File: config.mk
export PLATFORM = sky130hd
export DESIGN_NAME = gai_controller
export DESIGN_NICKNAME = d
export VERILOG_FILES = /design/src/sv/gai_pkg.sv /design/src/sv/gai_controller.sv
export SDC_FILE = /design/constraint.sdc
export NUM_CORES = 1
export LEC_CHECK = 0
export ABC_AREA = 1
export ABC_CLOCK_PERIOD_IN_PS = 2200
export BUFFER_PORTS_ARGS = -buffer_cell sky130_fd_sc_hd__buf_4
export CORE_MARGIN = 2
export CORE_UTILIZATION = 60
export DETAILED_ROUTE_END_ITERATION = 8
export PLACE_DENSITY_LB_ADDON = 0.25
export SLEW_MARGIN = 20
export SYNTH_ARGS = -nofsm -noshare
export SYNTH_HDL_FRONTEND = slang
export SYNTH_SLANG_ARGS = --single-unit
File: constraint.sdc
create_clock -name i_clk -period 2.2 [get_ports i_clk]
set_input_delay 0.22 -clock i_clk [delete_from_list [all_inputs] [get_ports i_clk]]
set_output_delay 0.22 -clock i_clk [all_outputs]
set_load 0.03 [all_outputs]
File: src/sv/gai_pkg.sv
// ----------------------------------------------------------------------------
// gai_pkg
// Shared constants, codes, command and status types for the gyro angle
// integrator.
// ----------------------------------------------------------------------------
package gai_pkg;

    localparam int unsigned SAMPLE_DEPTH = 1024;
    localparam int unsigned RATE_BITS    = 32;
    localparam int unsigned ADDR_W       = $clog2(SAMPLE_DEPTH);
    localparam int unsigned CNT_W        = $clog2(SAMPLE_DEPTH + 1);
    localparam int unsigned RATE_SH      = 32 - RATE_BITS;
    localparam int unsigned N_AXES       = 3;
    localparam int unsigned MUL_STEPS    = 64;
    localparam int unsigned STEP_W       = $clog2(MUL_STEPS);

    localparam logic [1:0] OP_PUSH  = 2'd0;
    localparam logic [1:0] OP_QUERY = 2'd1;
    localparam logic [1:0] OP_CLEAR = 2'd2;

    localparam logic [1:0] ST_OK      = 2'd0;
    localparam logic [1:0] ST_DROPPED = 2'd1;
    localparam logic [1:0] ST_FULL    = 2'd2;
    localparam logic [1:0] ST_INVALID = 2'd3;

    localparam logic signed [63:0] ANG_MAX = 64'sh7FFF_FFFF_FFFF_FFFF;
    localparam logic signed [63:0] ANG_MIN = 64'sh8000_0000_0000_0000;

    typedef enum logic [4:0] {
        DP_NONE,
        DP_LOAD,
        DP_PUSH_FIRST,
        DP_MUL_PUSH,
        DP_MUL_STEP,
        DP_PUSH_FIN,
        DP_PUSH_WR,
        DP_CLEAR,
        DP_SRCH_INIT,
        DP_SRCH_RD,
        DP_SRCH_CMP,
        DP_FETCH_HI,
        DP_FETCH_LO,
        DP_DIRECT,
        DP_INTERP,
        DP_DIV_STEP,
        DP_INTERP_END,
        DP_DIFF,
        DP_EMIT
    } t_dp_op;

    typedef struct packed {
        t_dp_op     op;
        logic [1:0] code;
        logic       side;
    } t_ctl;

    typedef struct packed {
        logic [1:0] opcode;
        logic       held_zero;
        logic       not_rising;
        logic       full;
        logic       query_bad;
        logic       srch_done;
        logic       lo_edge;
        logic       out_busy;
    } t_sts;

    function automatic logic signed [63:0] sat_add(input logic signed [63:0] a,
                                                   input logic signed [63:0] b);
        logic signed [64:0] s;
        s = {a[63], a} + {b[63], b};
        if (s[64] != s[63]) begin
            return s[64] ? ANG_MIN : ANG_MAX;
        end
        return s[63:0];
    endfunction

    function automatic logic signed [63:0] sat_sub(input logic signed [63:0] a,
                                                   input logic signed [63:0] b);
        logic signed [64:0] s;
        s = {a[63], a} - {b[63], b};
        if (s[64] != s[63]) begin
            return s[64] ? ANG_MIN : ANG_MAX;
        end
        return s[63:0];
    endfunction

    // Keeps the low RATE_BITS bits and sign-extends from the top one of them.
    function automatic logic signed [31:0] rate_sext(input logic [31:0] v);
        logic signed [31:0] t;
        t = signed'(v << RATE_SH);
        return t >>> RATE_SH;
    endfunction

endpackage

File: src/sv/gai_controller.sv
// ----------------------------------------------------------------------------
// gai_controller
// Sequencer for push, query and clear requests; drives the datapath by
// command and reads back its status flags.
// ----------------------------------------------------------------------------
module gai_controller (
    input  logic          i_clk,
    input  logic          i_rst_n,
    input  logic          i_in_valid,
    output logic          o_in_ready,
    input  gai_pkg::t_sts i_sts,
    output gai_pkg::t_ctl o_ctl
);

    typedef enum logic [12:0] {
        S_IDLE       = 13'b0000000000001,
        S_DECODE     = 13'b0000000000010,
        S_MUL        = 13'b0000000000100,
        S_PUSH_FIN   = 13'b0000000001000,
        S_PUSH_WR    = 13'b0000000010000,
        S_SRCH_RD    = 13'b0000000100000,
        S_SRCH_CMP   = 13'b0000001000000,
        S_FETCH_LO   = 13'b0000010000000,
        S_INTERP     = 13'b0000100000000,
        S_DIV        = 13'b0001000000000,
        S_INTERP_END = 13'b0010000000000,
        S_NEXT       = 13'b0100000000000,
        S_EMIT       = 13'b1000000000000
    } t_state;

    t_state                      r_state, n_state;
    logic [gai_pkg::STEP_W-1:0]  r_cnt, n_cnt;
    logic [1:0]                  r_code, n_code;
    logic                        r_side, n_side;
    logic                        cnt_last;

    assign cnt_last   = (r_cnt == gai_pkg::STEP_W'(gai_pkg::MUL_STEPS - 1));
    assign o_in_ready = (r_state == S_IDLE);

    always_comb begin
        n_state    = r_state;
        n_cnt      = r_cnt;
        n_code     = r_code;
        n_side     = r_side;
        o_ctl.op   = gai_pkg::DP_NONE;
        o_ctl.code = r_code;
        o_ctl.side = 1'b0;
        case (r_state)
            S_IDLE: begin
                if (i_in_valid) begin
                    o_ctl.op = gai_pkg::DP_LOAD;
                    n_state  = S_DECODE;
                end
            end
            S_DECODE: begin
                n_state = S_EMIT;
                n_cnt   = '0;
                case (i_sts.opcode)
                    gai_pkg::OP_PUSH: begin
                        n_code = gai_pkg::ST_OK;
                        if (i_sts.held_zero) begin
                            o_ctl.op = gai_pkg::DP_PUSH_FIRST;
                        end else if (i_sts.not_rising) begin
                            n_code = gai_pkg::ST_DROPPED;
                        end else if (i_sts.full) begin
                            n_code = gai_pkg::ST_FULL;
                        end else begin
                            o_ctl.op = gai_pkg::DP_MUL_PUSH;
                            n_state  = S_MUL;
                        end
                    end
                    gai_pkg::OP_QUERY: begin
                        if (i_sts.query_bad) begin
                            n_code = gai_pkg::ST_INVALID;
                        end else begin
                            o_ctl.op   = gai_pkg::DP_SRCH_INIT;
                            o_ctl.side = 1'b0;
                            n_side     = 1'b0;
                            n_state    = S_SRCH_RD;
                        end
                    end
                    gai_pkg::OP_CLEAR: begin
                        o_ctl.op = gai_pkg::DP_CLEAR;
                        n_code   = gai_pkg::ST_OK;
                    end
                    default: begin
                        n_code = gai_pkg::ST_INVALID;
                    end
                endcase
            end
            S_MUL: begin
                o_ctl.op = gai_pkg::DP_MUL_STEP;
                n_cnt    = r_cnt + 1'b1;
                if (cnt_last) begin
                    n_cnt   = '0;
                    n_state = (i_sts.opcode == gai_pkg::OP_QUERY) ? S_DIV : S_PUSH_FIN;
                end
            end
            S_PUSH_FIN: begin
                o_ctl.op = gai_pkg::DP_PUSH_FIN;
                n_state  = S_PUSH_WR;
            end
            S_PUSH_WR: begin
                o_ctl.op = gai_pkg::DP_PUSH_WR;
                n_code   = gai_pkg::ST_OK;
                n_state  = S_EMIT;
            end
            S_SRCH_RD: begin
                if (i_sts.srch_done) begin
                    o_ctl.op = gai_pkg::DP_FETCH_HI;
                    n_state  = S_FETCH_LO;
                end else begin
                    o_ctl.op = gai_pkg::DP_SRCH_RD;
                    n_state  = S_SRCH_CMP;
                end
            end
            S_SRCH_CMP: begin
                o_ctl.op = gai_pkg::DP_SRCH_CMP;
                n_state  = S_SRCH_RD;
            end
            S_FETCH_LO: begin
                // A time at or below the first stamp, or beyond the last, takes that end sample's angle.
                if (i_sts.lo_edge) begin
                    o_ctl.op = gai_pkg::DP_DIRECT;
                    n_state  = S_NEXT;
                end else begin
                    o_ctl.op = gai_pkg::DP_FETCH_LO;
                    n_state  = S_INTERP;
                end
            end
            S_INTERP: begin
                o_ctl.op = gai_pkg::DP_INTERP;
                n_cnt    = '0;
                n_state  = S_MUL;
            end
            S_DIV: begin
                o_ctl.op = gai_pkg::DP_DIV_STEP;
                n_cnt    = r_cnt + 1'b1;
                if (cnt_last) begin
                    n_cnt   = '0;
                    n_state = S_INTERP_END;
                end
            end
            S_INTERP_END: begin
                o_ctl.op = gai_pkg::DP_INTERP_END;
                n_state  = S_NEXT;
            end
            S_NEXT: begin
                if (!r_side) begin
                    o_ctl.op   = gai_pkg::DP_SRCH_INIT;
                    o_ctl.side = 1'b1;
                    n_side     = 1'b1;
                    n_state    = S_SRCH_RD;
                end else begin
                    o_ctl.op = gai_pkg::DP_DIFF;
                    n_code   = gai_pkg::ST_OK;
                    n_state  = S_EMIT;
                end
            end
            S_EMIT: begin
                if (!i_sts.out_busy) begin
                    o_ctl.op = gai_pkg::DP_EMIT;
                    n_state  = S_IDLE;
                end
            end
            default: begin
                n_state = S_IDLE;
            end
        endcase
    end

    always_ff @(posedge i_clk) begin
        if (!i_rst_n) begin
            r_state <= S_IDLE;
            r_cnt   <= '0;
            r_code  <= gai_pkg::ST_OK;
            r_side  <= 1'b0;
        end else begin
            r_state <= n_state;
            r_cnt   <= n_cnt;
            r_code  <= n_code;
            r_side  <= n_side;
        end
    end

endmodule

# Word-level counts from Yosys, hierarchy flattened
# Cells that the tools add are included.
# word_totals
regBits,22
output_inout_bits,9
word_cells,77
# op_classes
add_sub_neg,1
n_eq_ne,24
n_mux,39
n_reduce_logical,9
# op_table
cell,n
$pmux W13 S13,1
$mux W13,9
$pmux W5 S13,1
$pmux W13 S2,1
$mux W2,9
$ne A2 B2 Y1 const B,7
$eq A13 B1 Y1 const B,1
$eq A13 B10 Y1 const B,1
$eq A13 B11 Y1 const B,1
$eq A13 B12 Y1 const B,1
$eq A13 B13 Y1 const B,1
$eq A13 B2 Y1 const B,1
$eq A13 B3 Y1 const B,1
$eq A13 B4 Y1 const B,1
$eq A13 B5 Y1 const B,1
$eq A13 B6 Y1 const B,1
$eq A13 B7 Y1 const B,1
$eq A13 B8 Y1 const B,1
$eq A13 B9 Y1 const B,1
$mux W12,1
$pmux W2 S3,2
$pmux W4 S3,1
$pmux W6 S2,1
$mux W10,1
other kinds (17),26

# Depth between registers and ports, before layout
# depth
depth_word,5
mapped_depth,11

# Worst setup path before layout
# OpenSTA, ideal clock, no wires.
# synth_path
path_type,reg2out
start,register r_state[8]
end,output o_ctl[3] (netlist bit)
t_arrival_ns,1.503
required_ns,1.980
path_slack_ns,0.477
stages_incl_launch_ff,9
n_path_buf,1
cell_sequence,dfxtp_1 nor2_2 nand2_2 nor2_4 buf_8 nand2_1 inv_1 nand2_1 nand4_1
# synth_lines
element,line_no,text
"start, declared",gai_controller.sv:31,"t_state r_state, n_state;"
"start signal, assigned",gai_controller.sv:179,r_state <= n_state;
"end, declared",gai_controller.sv:12,output gai_pkg::t_ctl o_ctl

==> reports/qor.csv <==
stage;metric;value;unit
synthesis;number of synthesized register bits;22;
layout;filler instances;213;
setup_path;CP Launch Type;flip-flop;
floorplanning;num rows;18;
placement;PortBufs;20;
synthesis;sequential fraction of the synthesis area;28.9;%
setup_path;Crit path max-delay family;simple AND/OR/NAND/NOR gates;
cts;htree depth;1;
worst_hold_path;hold crit path type;primary input to flip-flop;
sta;final setup violation count;0;
cts;hold_buf cts;0;
setup_path;peak per-stage delay on the critical path;0.45;ns
sta;max-slew violations;0;
synthesis;post-synthesis cell count;231;
power;PD cells;791;nW/um^2
sta;Final Hold Viols;0;
placement;pre-CTS setup slack;0.267;ns
floorplanning;Ports;21;
floorplanning;Initial Utilization;62.7;%
grt;vias in the first global route;1341;
synthesis;number of enable flip-flop cells after synthesis;0;
synthesis;Most used DFF post-synth;dfxtp_1;
sta;final period utilization;96.6;%
setup_path;Bufs and invs on worst path;2;
sta;Slew @ Worst Pin;0.428;ns
layout;most common cell after layout, fill and taps aside;nand2_1;
synthesis;async set-or-reset flop fraction in the synthesized netlist;0;%
synthesis;number of warnings issued by yosys;0;
floorplanning;Die Y;54.4;um
cts;CTS tree;yes;
floorplanning;die area;2960;um^2
grt;largest net degree at the start of global routing;14;
cts;root buffer cell;clkbuf_4;
routing;antenna-violating nets left;0;
sta;slew margin rel.;71.4;%
sta;Final Critical Period;2.13;ns
layout;Final #Nets;270;
setup_path;CP cell instances;nor2_4 -> nand2_2 -> nor2_4 -> buf_4 -> nand2_1 -> nand3_1 -> nor3b_1 -> nand4_1 -> buf_4;
grt;All-Layer GR Usage;26.4;%
floorplanning;die width;54.4;um
power;Lkg Pwr;0.867;nW
cts;clock latency on the worst-skew pair;0.32;ns
routing;DRT iter0 DRCs;62;
sta;Final Worst Setup Slack;0.0737;ns
synthesis;Synth Area per Inst;6.60;um^2
synthesis;count of unique library cells instantiated by Yosys;30;
routing;# DRC;0;
layout;share of cells above drive strength 1;22.7;%
grt;initial antenna violation count;0;
placement;DP Wirelength;2770;um
routing;WL per Instance;12.3;um
sta;clock skew;0.00880;ns
synthesis;syn_nets;244;
floorplanning;core area;2430;um^2
cts;Clock Tree Buf Depth;2;
setup_path;Data required, critical path;1.98;ns
flow_run;Max Cap Viol;0;
synthesis;synthesized area;1530;um^2
routing;vias after detailed routing;1565;
routing;first-pass iteration count of the detailed router;4;
sta;Fmax;470;MHz
layout;most frequent cells in the layout;47 x nand2_1, 41 x nor2_1, 26 x inv_1, 23 x buf_4, 22 x dfxtp_1;
routing;drt total wl;3520;um
setup_path;WP data arrival;1.91;ns
setup_path;slowest CP cell;dfxtp_1;
layout;diodes inserted;0;
layout;P&R area growth vs syn;15.6;%
setup_path;CP endpoint kind;primary output;
cts;clock sinks;22;
placement;Placer Congestion;0.973;
routing;drt via density;5.47;
cts;total CTS buffers;3;
layout;final core utilization;72.5;%
power;Power, Total;1.39;mW
outcome;run status;completed;
power;VDD IR max;0.621;mV
grt;first-pass GRT wire length;5580;um
cts;Worst-path clk slew;0.12;ns
setup_path;Crit Path Max Fanout;5;
grt;GR Overflow Total;0;
setup_path;Setup CP Type;flip-flop to primary output;
[Yosys cell counts (2+ instances only)]
master,instances,share of area [%]
nor3_1,3,0.98
a21oi_1,9,3.0
o21ai_0,6,2.0
nor2_4,8,5.9
nand4_1,11,4.5
nor2_1,41,10
nand3_1,21,6.9
inv_1,26,6.4
nand2_1,47,12
dfxtp_1,22,29
nand2_4,4,3.0
nand2_2,6,2.5
inv_2,3,0.74
nand3_2,2,1.3
nand3b_1,3,1.5
nor2_2,4,1.6
or2_1,2,0.82
[cells by family after synthesis]
group                    synth area share (%)
adder cells (fa/ha/maj)                 0.820
buffers and inverters                    8.61
AND/OR/NAND/NOR                          54.6
AO/OA/AOI/OAI                            6.48
flip-flops                               28.9
XOR/XNOR                                0.574
[timing repair]
action                     CTS  global route
setup buffers                3             0
gates resized for setup      0             2
gates cloned                 0             0
pin swaps                    1             0
setup endpoints to repair    2             2
[flip-flops by register name, summed over array words and instances (netlist names)]
| register | flops |
|---|---|
| r_state | 13 |
| r_cnt | 6 |
| r_side | 1 |
| r_code | 2 |
[stage by stage]
stage	hold WS, ns	TNS (ns)	std cells	instance area (um^2)
2_1_floorplan	0.299	0	231	1530
3_3_place_gp	0.402	0	279	1690
3_5_place_dp	0.400	0	279	1690
4_1_cts	0.0531	0	286	1750
5_1_grt	0.0597	-0.00813	286	1760
6_report	0.0687	0	286	1760
[power breakdown]
group | internal [mW] | switching, mW | total (mW)
Clock | 0.101 | 0.123 | 0.224
Sequential | 0.438 | 0.0395 | 0.477
Combinational | 0.232 | 0.462 | 0.693
[per-layer routing]
| layer | vias to the layer above | global-route usage, % | routed length, um |
|---|---|---|---|
| met1 | 693 | 31.8 | 1470 |
| li1 | 803 | - | - |
| met4 | 0 | 13.3 | 98 |
| met5 | - | 0 | 0 |
| met3 | 10 | 2.46 | 226 |
| met2 | 59 | 46.6 | 1720 |
[worst register-to-register path, cell delays in order, from the launching register on]
cell     delay, ns
dfxtp_1       0.40
ha_1          0.17
nand2_1       0.09
nor2_2        0.13
nand2_1       0.10
nand3_1       0.10
nand2_2       0.10
nor2_4        0.26
nand4_1       0.18
nand2_1       0.10
nor2_1        0.04
[area by class of cell]
class / count / area [um^2] / area share, %
inverter: 30 / 113 / 6.39
tap: 30 / 37.5 / 2.13
multi-input combinational: 177 / 963 / 54.6
clock buffer: 4 / 36.3 / 2.06
sequential: 22 / 440 / 25.0
timing repair buffer: 23 / 173 / 9.79
[final timing paths]
| check | startpoint | endpoint | slack (ns) | cells after the start |
|---|---|---|---|---|
| worst max-delay path | r_state[8] | o_ctl[3] | 0.07 | 9 |
| worst min-delay path | i_sts[2] | r_state[6] | 0.07 | 2 |
| worst max register to register | r_cnt[0] | r_state[12] | 0.43 | 10 |
| worst min register to register | r_code[1] | r_code[1] | 0.49 | 2 |
Power figures use the tool's default switching activity.
